$ cat src/hdl/pfio_pkg.sv
// Shared types and codes for the modular inverse and order unit.
package pfio_pkg;

    localparam logic [1:0] OP_RECIP  = 2'd0;
    localparam logic [1:0] OP_MORD   = 2'd1;
    localparam logic [1:0] OP_AORD   = 2'd2;
    localparam logic [1:0] OP_UNUSED = 2'd3;

    localparam logic [1:0] ERR_NONE  = 2'd0;
    localparam logic [1:0] ERR_ZERO  = 2'd1;
    localparam logic [1:0] ERR_RANGE = 2'd2;

    typedef enum logic [3:0] {
        ST_IDLE,
        ST_CHECK,
        ST_EU_TEST,
        ST_EU_DIV,
        ST_EU_MUL,
        ST_EU_UPD,
        ST_ADD_DIV,
        ST_ORD_TEST,
        ST_ORD_MUL,
        ST_ORD_START,
        ST_ORD_DIV
    } state_t;

    typedef enum logic [1:0] {
        DIV_EUCLID,
        DIV_ADD,
        DIV_MUL
    } div_sel_t;

    typedef enum logic [2:0] {
        RES_ERR_ZERO,
        RES_ERR_RANGE,
        RES_INV,
        RES_ADD,
        RES_ORD
    } res_sel_t;

    typedef struct packed {
        logic     load;
        logic     div_start;
        div_sel_t div_sel;
        logic     euclid_mul;
        logic     euclid_upd;
        logic     mul_prep;
        logic     mul_upd;
        logic     set_result;
        res_sel_t res_sel;
    } dp_cmd_t;

    typedef struct packed {
        logic [1:0] op;
        logic       div_done;
        logic       r1_zero;
        logic       r0_one;
        logic       a_zero;
        logic       a_ge_m;
        logic       x_one;
        logic       n_gt_m;
    } dp_stat_t;

endpackage

$ cat src/hdl/pfio_div.sv
// Restoring divider that produces one quotient bit per cycle.
module pfio_div
    import pfio_pkg::*;
#(
    parameter int WORD_BITS = 16
)
(
    input  logic                   clk,
    input  logic                   rst_n,
    input  logic                   start,
    input  logic [2*WORD_BITS-1:0] dividend,
    input  logic [WORD_BITS-1:0]   divisor,
    output logic                   done,
    output logic [2*WORD_BITS-1:0] quotient,
    output logic [WORD_BITS-1:0]   remainder
);

    localparam int STEPS = 2 * WORD_BITS;
    localparam int CW    = $clog2(STEPS + 1);

    logic [CW-1:0]          cnt_reg, cnt_next;
    logic                   done_reg;
    logic [2*WORD_BITS-1:0] dvd_reg, dvd_next;
    logic [WORD_BITS-1:0]   dvs_reg, dvs_next;
    logic [WORD_BITS-1:0]   rem_reg, rem_next;
    logic [WORD_BITS:0]     tmp;
    logic [WORD_BITS:0]     diff;
    logic                   ge;

    always_comb
    begin
        tmp      = {rem_reg, dvd_reg[2*WORD_BITS-1]};
        ge       = tmp >= {1'b0, dvs_reg};
        diff     = tmp - {1'b0, dvs_reg};
        cnt_next = cnt_reg;
        dvd_next = dvd_reg;
        dvs_next = dvs_reg;
        rem_next = rem_reg;
        if (start)
        begin
            cnt_next = CW'(STEPS);
            dvd_next = dividend;
            dvs_next = divisor;
            rem_next = '0;
        end
        else if (cnt_reg != '0)
        begin
            cnt_next = cnt_reg - CW'(1);
            dvd_next = {dvd_reg[2*WORD_BITS-2:0], ge};
            rem_next = ge ? diff[WORD_BITS-1:0] : tmp[WORD_BITS-1:0];
        end
    end

    always_ff @(posedge clk or negedge rst_n)
    begin
        if (!rst_n)
        begin
            cnt_reg  <= '0;
            done_reg <= 1'b0;
        end
        else
        begin
            cnt_reg  <= cnt_next;
            done_reg <= !start && (cnt_reg == CW'(1));
        end
    end

    always_ff @(posedge clk)
    begin
        dvd_reg <= dvd_next;
        dvs_reg <= dvs_next;
        rem_reg <= rem_next;
    end

    assign done      = done_reg;
    assign quotient  = dvd_reg;
    assign remainder = rem_reg;

endmodule

$ cat src/hdl/pfio_dp.sv
// Datapath with Euclid, order and result registers around the shared divider.
module pfio_dp
    import pfio_pkg::*;
#(
    parameter int WORD_BITS = 16
)
(
    input  logic                 clk,
    input  logic                 rst_n,
    input  dp_cmd_t              cmd,
    input  logic [1:0]           operation,
    input  logic [WORD_BITS-1:0] operand,
    input  logic [WORD_BITS-1:0] modulus,
    output dp_stat_t             stat,
    output logic [WORD_BITS-1:0] value,
    output logic [1:0]           error,
    output logic                 done
);

    localparam int TW = WORD_BITS + 2;

    logic [1:0]             op_reg;
    logic [WORD_BITS-1:0]   a_reg;
    logic [WORD_BITS-1:0]   r0_reg;
    logic [WORD_BITS-1:0]   r1_reg;
    logic signed [TW-1:0]   t0_reg;
    logic signed [TW-1:0]   t1_reg;
    logic signed [TW-1:0]   qt_reg;
    logic [2*WORD_BITS-1:0] prod_reg;
    logic [WORD_BITS-1:0]   x_reg;
    logic [WORD_BITS:0]     n_reg;
    logic [WORD_BITS-1:0]   value_reg, value_next;
    logic [1:0]             error_reg, error_next;
    logic                   done_reg;

    logic [2*WORD_BITS-1:0] div_dividend;
    logic [WORD_BITS-1:0]   div_divisor;
    logic                   div_done;
    logic [2*WORD_BITS-1:0] div_q;
    logic [WORD_BITS-1:0]   div_r;
    logic signed [TW-1:0]   q_s;
    logic signed [2*TW-1:0] qt_full;
    logic signed [TW-1:0]   inv_sum;

    always_comb
    begin
        case (cmd.div_sel)
            DIV_EUCLID:
            begin
                div_dividend = {{WORD_BITS{1'b0}}, r0_reg};
                div_divisor  = r1_reg;
            end
            DIV_ADD:
            begin
                div_dividend = {{WORD_BITS{1'b0}}, modulus};
                div_divisor  = r0_reg;
            end
            DIV_MUL:
            begin
                div_dividend = prod_reg;
                div_divisor  = modulus;
            end
            default:
            begin
                div_dividend = '0;
                div_divisor  = modulus;
            end
        endcase
    end

    pfio_div #(
        .WORD_BITS(WORD_BITS)
    ) u_div (
        .clk       (clk),
        .rst_n     (rst_n),
        .start     (cmd.div_start),
        .dividend  (div_dividend),
        .divisor   (div_divisor),
        .done      (div_done),
        .quotient  (div_q),
        .remainder (div_r)
    );

    assign q_s     = {2'b00, div_q[WORD_BITS-1:0]};
    assign qt_full = q_s * t1_reg;
    assign inv_sum = t0_reg[TW-1] ? (t0_reg + $signed({2'b00, modulus})) : t0_reg;

    always_comb
    begin
        value_next = value_reg;
        error_next = error_reg;
        case (cmd.res_sel)
            RES_ERR_ZERO:
            begin
                value_next = '0;
                error_next = ERR_ZERO;
            end
            RES_ERR_RANGE:
            begin
                value_next = '0;
                error_next = ERR_RANGE;
            end
            RES_INV:
            begin
                value_next = inv_sum[WORD_BITS-1:0];
                error_next = ERR_NONE;
            end
            RES_ADD:
            begin
                value_next = div_q[WORD_BITS-1:0];
                error_next = ERR_NONE;
            end
            RES_ORD:
            begin
                value_next = n_reg[WORD_BITS-1:0];
                error_next = ERR_NONE;
            end
            default:
            begin
                value_next = '0;
                error_next = ERR_RANGE;
            end
        endcase
    end

    always_ff @(posedge clk)
    begin
        if (cmd.load)
        begin
            op_reg <= operation;
            a_reg  <= operand;
            r0_reg <= modulus;
            r1_reg <= operand;
            t0_reg <= '0;
            t1_reg <= TW'(1);
            x_reg  <= operand;
            n_reg  <= (WORD_BITS + 1)'(1);
        end
        if (cmd.euclid_mul)
        begin
            qt_reg <= qt_full[TW-1:0];
        end
        if (cmd.euclid_upd)
        begin
            r0_reg <= r1_reg;
            r1_reg <= div_r;
            t0_reg <= t1_reg;
            t1_reg <= t0_reg - qt_reg;
        end
        if (cmd.mul_prep)
        begin
            prod_reg <= x_reg * a_reg;
        end
        if (cmd.mul_upd)
        begin
            x_reg <= div_r;
            n_reg <= n_reg + (WORD_BITS + 1)'(1);
        end
        if (cmd.set_result)
        begin
            value_reg <= value_next;
            error_reg <= error_next;
        end
    end

    always_ff @(posedge clk or negedge rst_n)
    begin
        if (!rst_n)
        begin
            done_reg <= 1'b0;
        end
        else
        begin
            done_reg <= cmd.set_result;
        end
    end

    always_comb
    begin
        stat.op       = op_reg;
        stat.div_done = div_done;
        stat.r1_zero  = r1_reg == '0;
        stat.r0_one   = r0_reg == WORD_BITS'(1);
        stat.a_zero   = a_reg == '0;
        stat.a_ge_m   = a_reg >= modulus;
        stat.x_one    = x_reg == WORD_BITS'(1);
        stat.n_gt_m   = n_reg > {1'b0, modulus};
    end

    assign value = value_reg;
    assign error = error_reg;
    assign done  = done_reg;

endmodule

$ cat src/hdl/pfio_ctrl.sv
// Controller state machine that sequences checks, Euclid steps and order steps.
module pfio_ctrl
    import pfio_pkg::*;
(
    input  logic     clk,
    input  logic     rst_n,
    input  logic     start,
    input  dp_stat_t stat,
    output dp_cmd_t  cmd,
    output logic     busy
);

    state_t state_reg, state_next;

    always_ff @(posedge clk or negedge rst_n)
    begin
        if (!rst_n)
        begin
            state_reg <= ST_IDLE;
        end
        else
        begin
            state_reg <= state_next;
        end
    end

    always_comb
    begin
        cmd        = '0;
        state_next = state_reg;
        case (state_reg)
            ST_IDLE:
            begin
                if (start)
                begin
                    cmd.load   = 1'b1;
                    state_next = ST_CHECK;
                end
            end
            ST_CHECK:
            begin
                if (stat.op == OP_UNUSED)
                begin
                    cmd.set_result = 1'b1;
                    cmd.res_sel    = RES_ERR_RANGE;
                    state_next     = ST_IDLE;
                end
                else if (stat.op != OP_AORD && stat.a_zero)
                begin
                    cmd.set_result = 1'b1;
                    cmd.res_sel    = RES_ERR_ZERO;
                    state_next     = ST_IDLE;
                end
                else if (stat.a_ge_m)
                begin
                    cmd.set_result = 1'b1;
                    cmd.res_sel    = RES_ERR_RANGE;
                    state_next     = ST_IDLE;
                end
                else
                begin
                    state_next = ST_EU_TEST;
                end
            end
            ST_EU_TEST:
            begin
                if (!stat.r1_zero)
                begin
                    cmd.div_start = 1'b1;
                    cmd.div_sel   = DIV_EUCLID;
                    state_next    = ST_EU_DIV;
                end
                else if (stat.op == OP_AORD)
                begin
                    cmd.div_start = 1'b1;
                    cmd.div_sel   = DIV_ADD;
                    state_next    = ST_ADD_DIV;
                end
                else if (!stat.r0_one)
                begin
                    cmd.set_result = 1'b1;
                    cmd.res_sel    = RES_ERR_RANGE;
                    state_next     = ST_IDLE;
                end
                else if (stat.op == OP_RECIP)
                begin
                    cmd.set_result = 1'b1;
                    cmd.res_sel    = RES_INV;
                    state_next     = ST_IDLE;
                end
                else
                begin
                    state_next = ST_ORD_TEST;
                end
            end
            ST_EU_DIV:
            begin
                if (stat.div_done)
                begin
                    state_next = ST_EU_MUL;
                end
            end
            ST_EU_MUL:
            begin
                cmd.euclid_mul = 1'b1;
                state_next     = ST_EU_UPD;
            end
            ST_EU_UPD:
            begin
                cmd.euclid_upd = 1'b1;
                state_next     = ST_EU_TEST;
            end
            ST_ADD_DIV:
            begin
                if (stat.div_done)
                begin
                    cmd.set_result = 1'b1;
                    cmd.res_sel    = RES_ADD;
                    state_next     = ST_IDLE;
                end
            end
            ST_ORD_TEST:
            begin
                if (stat.x_one || stat.n_gt_m)
                begin
                    cmd.set_result = 1'b1;
                    cmd.res_sel    = RES_ORD;
                    state_next     = ST_IDLE;
                end
                else
                begin
                    state_next = ST_ORD_MUL;
                end
            end
            ST_ORD_MUL:
            begin
                cmd.mul_prep = 1'b1;
                state_next   = ST_ORD_START;
            end
            ST_ORD_START:
            begin
                cmd.div_start = 1'b1;
                cmd.div_sel   = DIV_MUL;
                state_next    = ST_ORD_DIV;
            end
            ST_ORD_DIV:
            begin
                if (stat.div_done)
                begin
                    cmd.mul_upd = 1'b1;
                    state_next  = ST_ORD_TEST;
                end
            end
            default:
            begin
                state_next = ST_IDLE;
            end
        endcase
    end

    assign busy = state_reg != ST_IDLE;

endmodule

$ cat src/hdl/prime_field_inverse_and_order_top.sv
// Top level: one transaction at a time; the shared restoring divider (one bit a cycle) sets speed.
// Reciprocal and additive order finish in a few Euclid steps, at most 23 at 16 bits.
// Multiplicative order adds multiply-reduce steps, up to modulus-2 of them.
// The result shows for one cycle on done, in the cycle after the final state decides it; it cannot be stalled.
// Reset is asynchronous and active low; it returns the controller to idle and the modulus to 2.
module prime_field_inverse_and_order_top
    import pfio_pkg::*;
#(
    parameter int WORD_BITS = 16
)
(
    input  logic                 clk,
    input  logic                 rst_n,
    input  logic                 start,
    output logic                 busy,
    input  logic [1:0]           operation,
    input  logic [WORD_BITS-1:0] operand,
    output logic                 done,
    output logic [WORD_BITS-1:0] value,
    output logic [1:0]           error,
    input  logic                 cfg_valid,
    output logic                 cfg_ready,
    input  logic [WORD_BITS-1:0] modulus
);

    logic [WORD_BITS-1:0] modulus_reg;
    dp_cmd_t              cmd;
    dp_stat_t             stat;

    assign cfg_ready = !busy && !start;

    always_ff @(posedge clk or negedge rst_n)
    begin
        if (!rst_n)
        begin
            modulus_reg <= WORD_BITS'(2);
        end
        else if (cfg_valid && cfg_ready)
        begin
            modulus_reg <= modulus;
        end
    end

    pfio_ctrl u_ctrl (
        .clk   (clk),
        .rst_n (rst_n),
        .start (start),
        .stat  (stat),
        .cmd   (cmd),
        .busy  (busy)
    );

    pfio_dp #(
        .WORD_BITS(WORD_BITS)
    ) u_dp (
        .clk       (clk),
        .rst_n     (rst_n),
        .cmd       (cmd),
        .operation (operation),
        .operand   (operand),
        .modulus   (modulus_reg),
        .stat      (stat),
        .value     (value),
        .error     (error),
        .done      (done)
    );

endmodule

$ cat config.mk
export PLATFORM = sky130hd
export DESIGN_NAME = prime_field_inverse_and_order_top
export DESIGN_NICKNAME = d
export VERILOG_FILES = /design/src/hdl/pfio_pkg.sv /design/src/hdl/pfio_div.sv /design/src/hdl/pfio_dp.sv /design/src/hdl/pfio_ctrl.sv /design/src/hdl/prime_field_inverse_and_order_top.sv
export SDC_FILE = /design/constraint.sdc
export NUM_CORES = 2
export LEC_CHECK = 0
export BUFFER_PORTS_ARGS = -buffer_cell sky130_fd_sc_hd__buf_2
export CAP_MARGIN = 25
export CORE_UTILIZATION = 25
export DETAILED_ROUTE_END_ITERATION = 8
export GPL_ROUTABILITY_DRIVEN = 0
export PLACE_DENSITY = 0.5
export SETUP_SLACK_MARGIN = 0.05
export SLEW_MARGIN = 10
export SYNTH_ARGS = -nofsm -noshare
export SYNTH_HDL_FRONTEND = slang
export SYNTH_SLANG_ARGS = --single-unit
$ cat constraint.sdc
create_clock -name clk -period 17.6 [get_ports clk]
set_input_delay 1.76 -clock clk [delete_from_list [all_inputs] [get_ports clk]]
set_output_delay 1.76 -clock clk [all_outputs]
set_load 0.02 [all_outputs]
==> out/results.txt <==
outcome: complete, no violations
portion of synthesized cell area occupied by the leading cell type: 0.2504
via count of the first global-routing pass: 21220
synthesized area: 28180 um2
Die ar.: 114100 um2
#FFs+latches synth: 279
number of diodes: 0
core region area: 111300 um2
cell taking the most area after synthesis: edfxtp_1
worst hold margin: 0.5266 ns
antenna viol nets, final: 0
Global Route met2 Usage: 0.2561
area grow syn2layout: 10.64%
Post-synth top cells: inv_1 (451), nand2_1 (379), fa_1 (305)
Post-Route Setup TNS: 0 ns
hold bufs inserted after CTS: 0
Post-Syn Area per Cell: 9.756 um2
leakage power figure: 13.48 nW
transition at the pin with the smallest max-transition slack: 1.051 ns
sort of element at the end of the critical path: register
Register-to-Register Path Depth: 20
setup violators final: 0
number of enable flip-flop cells after synthesis: 235
Routed Wire Length: 85810 um
number of cells produced by synthesis: 2889
M1 GR Usage: 0.2059
number of failing hold endpoints at the final stage: 0
most common flop cell mapped by yosys: edfxtp_1
Achievable Freq: 0.1464 GHz
Worst path max stage delay: 0.73 ns
Endpoint, Worst Hold: u_dp.u_div.remainder[1]
unrepaired setup endpoints after global routing: no
hold path startpoint: u_dp.u_div.remainder[0]
met3 Resource Use GR: 0.01646
clock latency on the worst-skew pair: 0.57 ns
die outline width: 337.8 um
maximum net fanout on the critical path: 17
CTS max path bufs: 3
placement row count: 122
final count of pins violating max slew: 0
portion of the post-synthesis area used by sequential elements: 0.2866
Max transition margin: 0.2996
first-pass detailed-route iteration total: 5
post-synthesis async set-or-reset flop share: 0.1004
CTS Sinks: 279
number of warnings reported in the yosys synthesis log: 0
number of buffer and inverter stages on the critical path: 4
top cells by area, synth: edfxtp_1 (25%), fa_1 (22%), ha_1 (11%)
TritonCTS clock tree: yes
I/O pins: 59
number of gates resized after cts: 0
Post-CTS Setup Inserts: 0
via-per-instance ratio: 4.725
class of the worst hold path: register to register
final non-filler cell area: 31180 um2
Total Routing Usage GR: 0.1522
Area after DPL: 30070 um2
number of buffers added on ports: 58
arrival time of data at the critical path endpoint: 7.11 ns
cts bufs inserted: 34
shortest period the worst path allows: 6.833 ns
GRT Max-Usage Layer: met2
worst reg2reg path startpoint: u_dp.x_reg[9]
final cycle utilization of the critical path: 0.3882
Critical Path Slowest Stage Cell: edfxtp_1
Mapped Nets: 3473
WP data required: 17.88 ns
share of layout cells above drive strength 1: 0.06525
starting density of the core: 0.2533
most prevalent standard cell on the critical path: fa_1
initial DRC count: 1539
startpoint kind of the worst setup timing path: register
post-DP HPWL: 63830 um
worst-case clock skew: 0.03588 ns
total power per unit cell area: 46.35 nW/um2
Vias: 20790
clock-pin slew reported for the worst setup and hold paths after clock tree synthesis: 0.06 ns
cell breakdown of the critical path: and2_1 > fa_1 > inv_1 > fa_1 > fa_1 > inv_1 > fa_1 > fa_1 > inv_1 > fa_1 > inv_1 > ha_1 > a21oi_1 > o21ai_0 > a221o_1 > o31ai_4 > o21ai_0 > a21oi_1 > mux2i_1 > o2111ai_1
number of distinct library cells after synthesis: 87
library cell with the highest instance count after synthesis: inv_1
global-route wire length before repair: 131100 um
endpoint of the lowest-slack register-to-register path: u_dp.prod_reg[25]
cell family contributing the most delay on the critical path: adder cells
final routed wire length divided by cell count: 19.50 um
crit path kind: register to register
detailed-route DRC error count: 0
final-stage net count: 3471
Cells on Worst Hold Path: 2
overflow left after global routing: 0
Max-Cap Viols: 0
root buffer selected by CTS: clkbuf_16
H-tree levels: 2
worst supply voltage drop on vdd: 0.00006698 V
initial antenna violation count: 3
DIE HEIGHT: 337.8 um
pin count of the biggest net entering global routing: 69
R2R setup slack: 10.77 ns
-- cells in the final DEF, fill, tap and decap left out, types with 6 or more instances in the layout --
master / netlist / routed
edfxtp_1: 235 / 235
dfxtp_1: 16 / 16
fa_1: 305 / 305
ha_1: 241 / 241
nor4_1: 19 / 19
a221o_1: 24 / 24
xor2_1: 39 / 39
buf_2: 2 / 58
a22o_1: 18 / 18
and3_1: 32 / 32
nor2_1: 131 / 128
inv_1: 451 / 451
a31oi_1: 22 / 22
dfrtp_1: 27 / 27
o31a_1: 7 / 7
or4_1: 6 / 6
clkbuf_16: 0 / 37
a21oi_1: 78 / 78
o21bai_1: 6 / 6
or2_2: 6 / 6
mux2i_1: 21 / 21
nand2b_1: 15 / 15
clkbuf_1: 113 / 11
nor3_1: 57 / 55
buf_4: 0 / 20
mux2_2: 31 / 31
a21o_1: 32 / 32
and2_1: 191 / 191
nand4_1: 14 / 14
nand3_1: 37 / 37
nor2b_1: 17 / 17
o211ai_1: 7 / 7
o21ai_0: 81 / 81
o21a_1: 17 / 17
xnor2_1: 71 / 71
a22oi_1: 21 / 21
nand2_1: 379 / 378
a211oi_1: 21 / 21
-- logic make-up after synthesis --
family          share of synthesized area
compound gates                    0.09740
mux                               0.01984
fa+ha+maj                          0.3236
simple gates                       0.1612
xor+xnor                          0.03418
buf+inv                           0.07711
flops                              0.2866
-- power by group --
group	switching [W]	internal (W)
sequential	0.00000411	0.000710
clock	0.000300	0.000399
combinational	0.0000199	0.0000117
-- worst reg2reg max path, cell delays in order, from the launching register on --
cell and delay, ns:
edfxtp_1 0.73, and2_1 0.34, fa_1 0.53, inv_1 0.05, fa_1 0.47, fa_1 0.55
inv_1 0.07, fa_1 0.48, fa_1 0.49, inv_1 0.05, fa_1 0.48, inv_1 0.04
ha_1 0.34, a21oi_1 0.24, o21ai_0 0.13, a221o_1 0.42, o31ai_4 0.38, o21ai_0 0.17
a21oi_1 0.29, mux2i_1 0.22, o2111ai_1 0.13
-- worst max path at each step --
| stage | start | endpoint | slack (ns) | cells past startpoint |
|---|---|---|---|---|
| 2_1_floorplan | u_dp.a_reg[7] | u_dp.prod_reg[25] | 11.48 | 23 |
| 3_3_place_gp | u_dp.x_reg[9] | u_dp.prod_reg[25] | 10.87 | 20 |
| 3_5_place_dp | u_dp.x_reg[9] | u_dp.prod_reg[25] | 10.82 | 20 |
| 4_1_cts | u_dp.x_reg[9] | u_dp.prod_reg[25] | 10.79 | 20 |
| 5_1_grt | u_dp.x_reg[9] | u_dp.prod_reg[25] | 10.49 | 20 |
| 6_report | u_dp.x_reg[9] | u_dp.prod_reg[25] | 10.77 | 20 |
-- per-stage QoR --
step	setup WS, ns	power, W	util	std cells
floorplan	11.48	0.0007408	-	2889
global placement	10.87	0.0007600	0.2700	4336
detailed placement	10.82	0.0007599	0.2702	4337
CTS	10.79	0.001462	0.2798	4398
global route	10.49	0.001488	0.2802	4400
finish	10.77	0.001445	0.2802	4400
-- routing by layer --
metal  vias to the layer above  share of wire  wire, um
li1                       9584              -         -
met1                     10540           0.45     38480
met2                       554           0.48     41180
met3                       118          0.047      4009
met4                         0          0.025      2132
met5                         -              0         0
-- layout make-up --
class,instances,area (um2)
Clock buffer,51,1008
Timing Repair Buffer,81,503.0
Clock inverter,10,61.31
Multi-Input combinational cell,2038,17970
Sequential cell,279,8079
Inverter,453,1700
Fill cell,11820,80100
Tap cell,1488,1862
(Power assumes the default switching activity.)
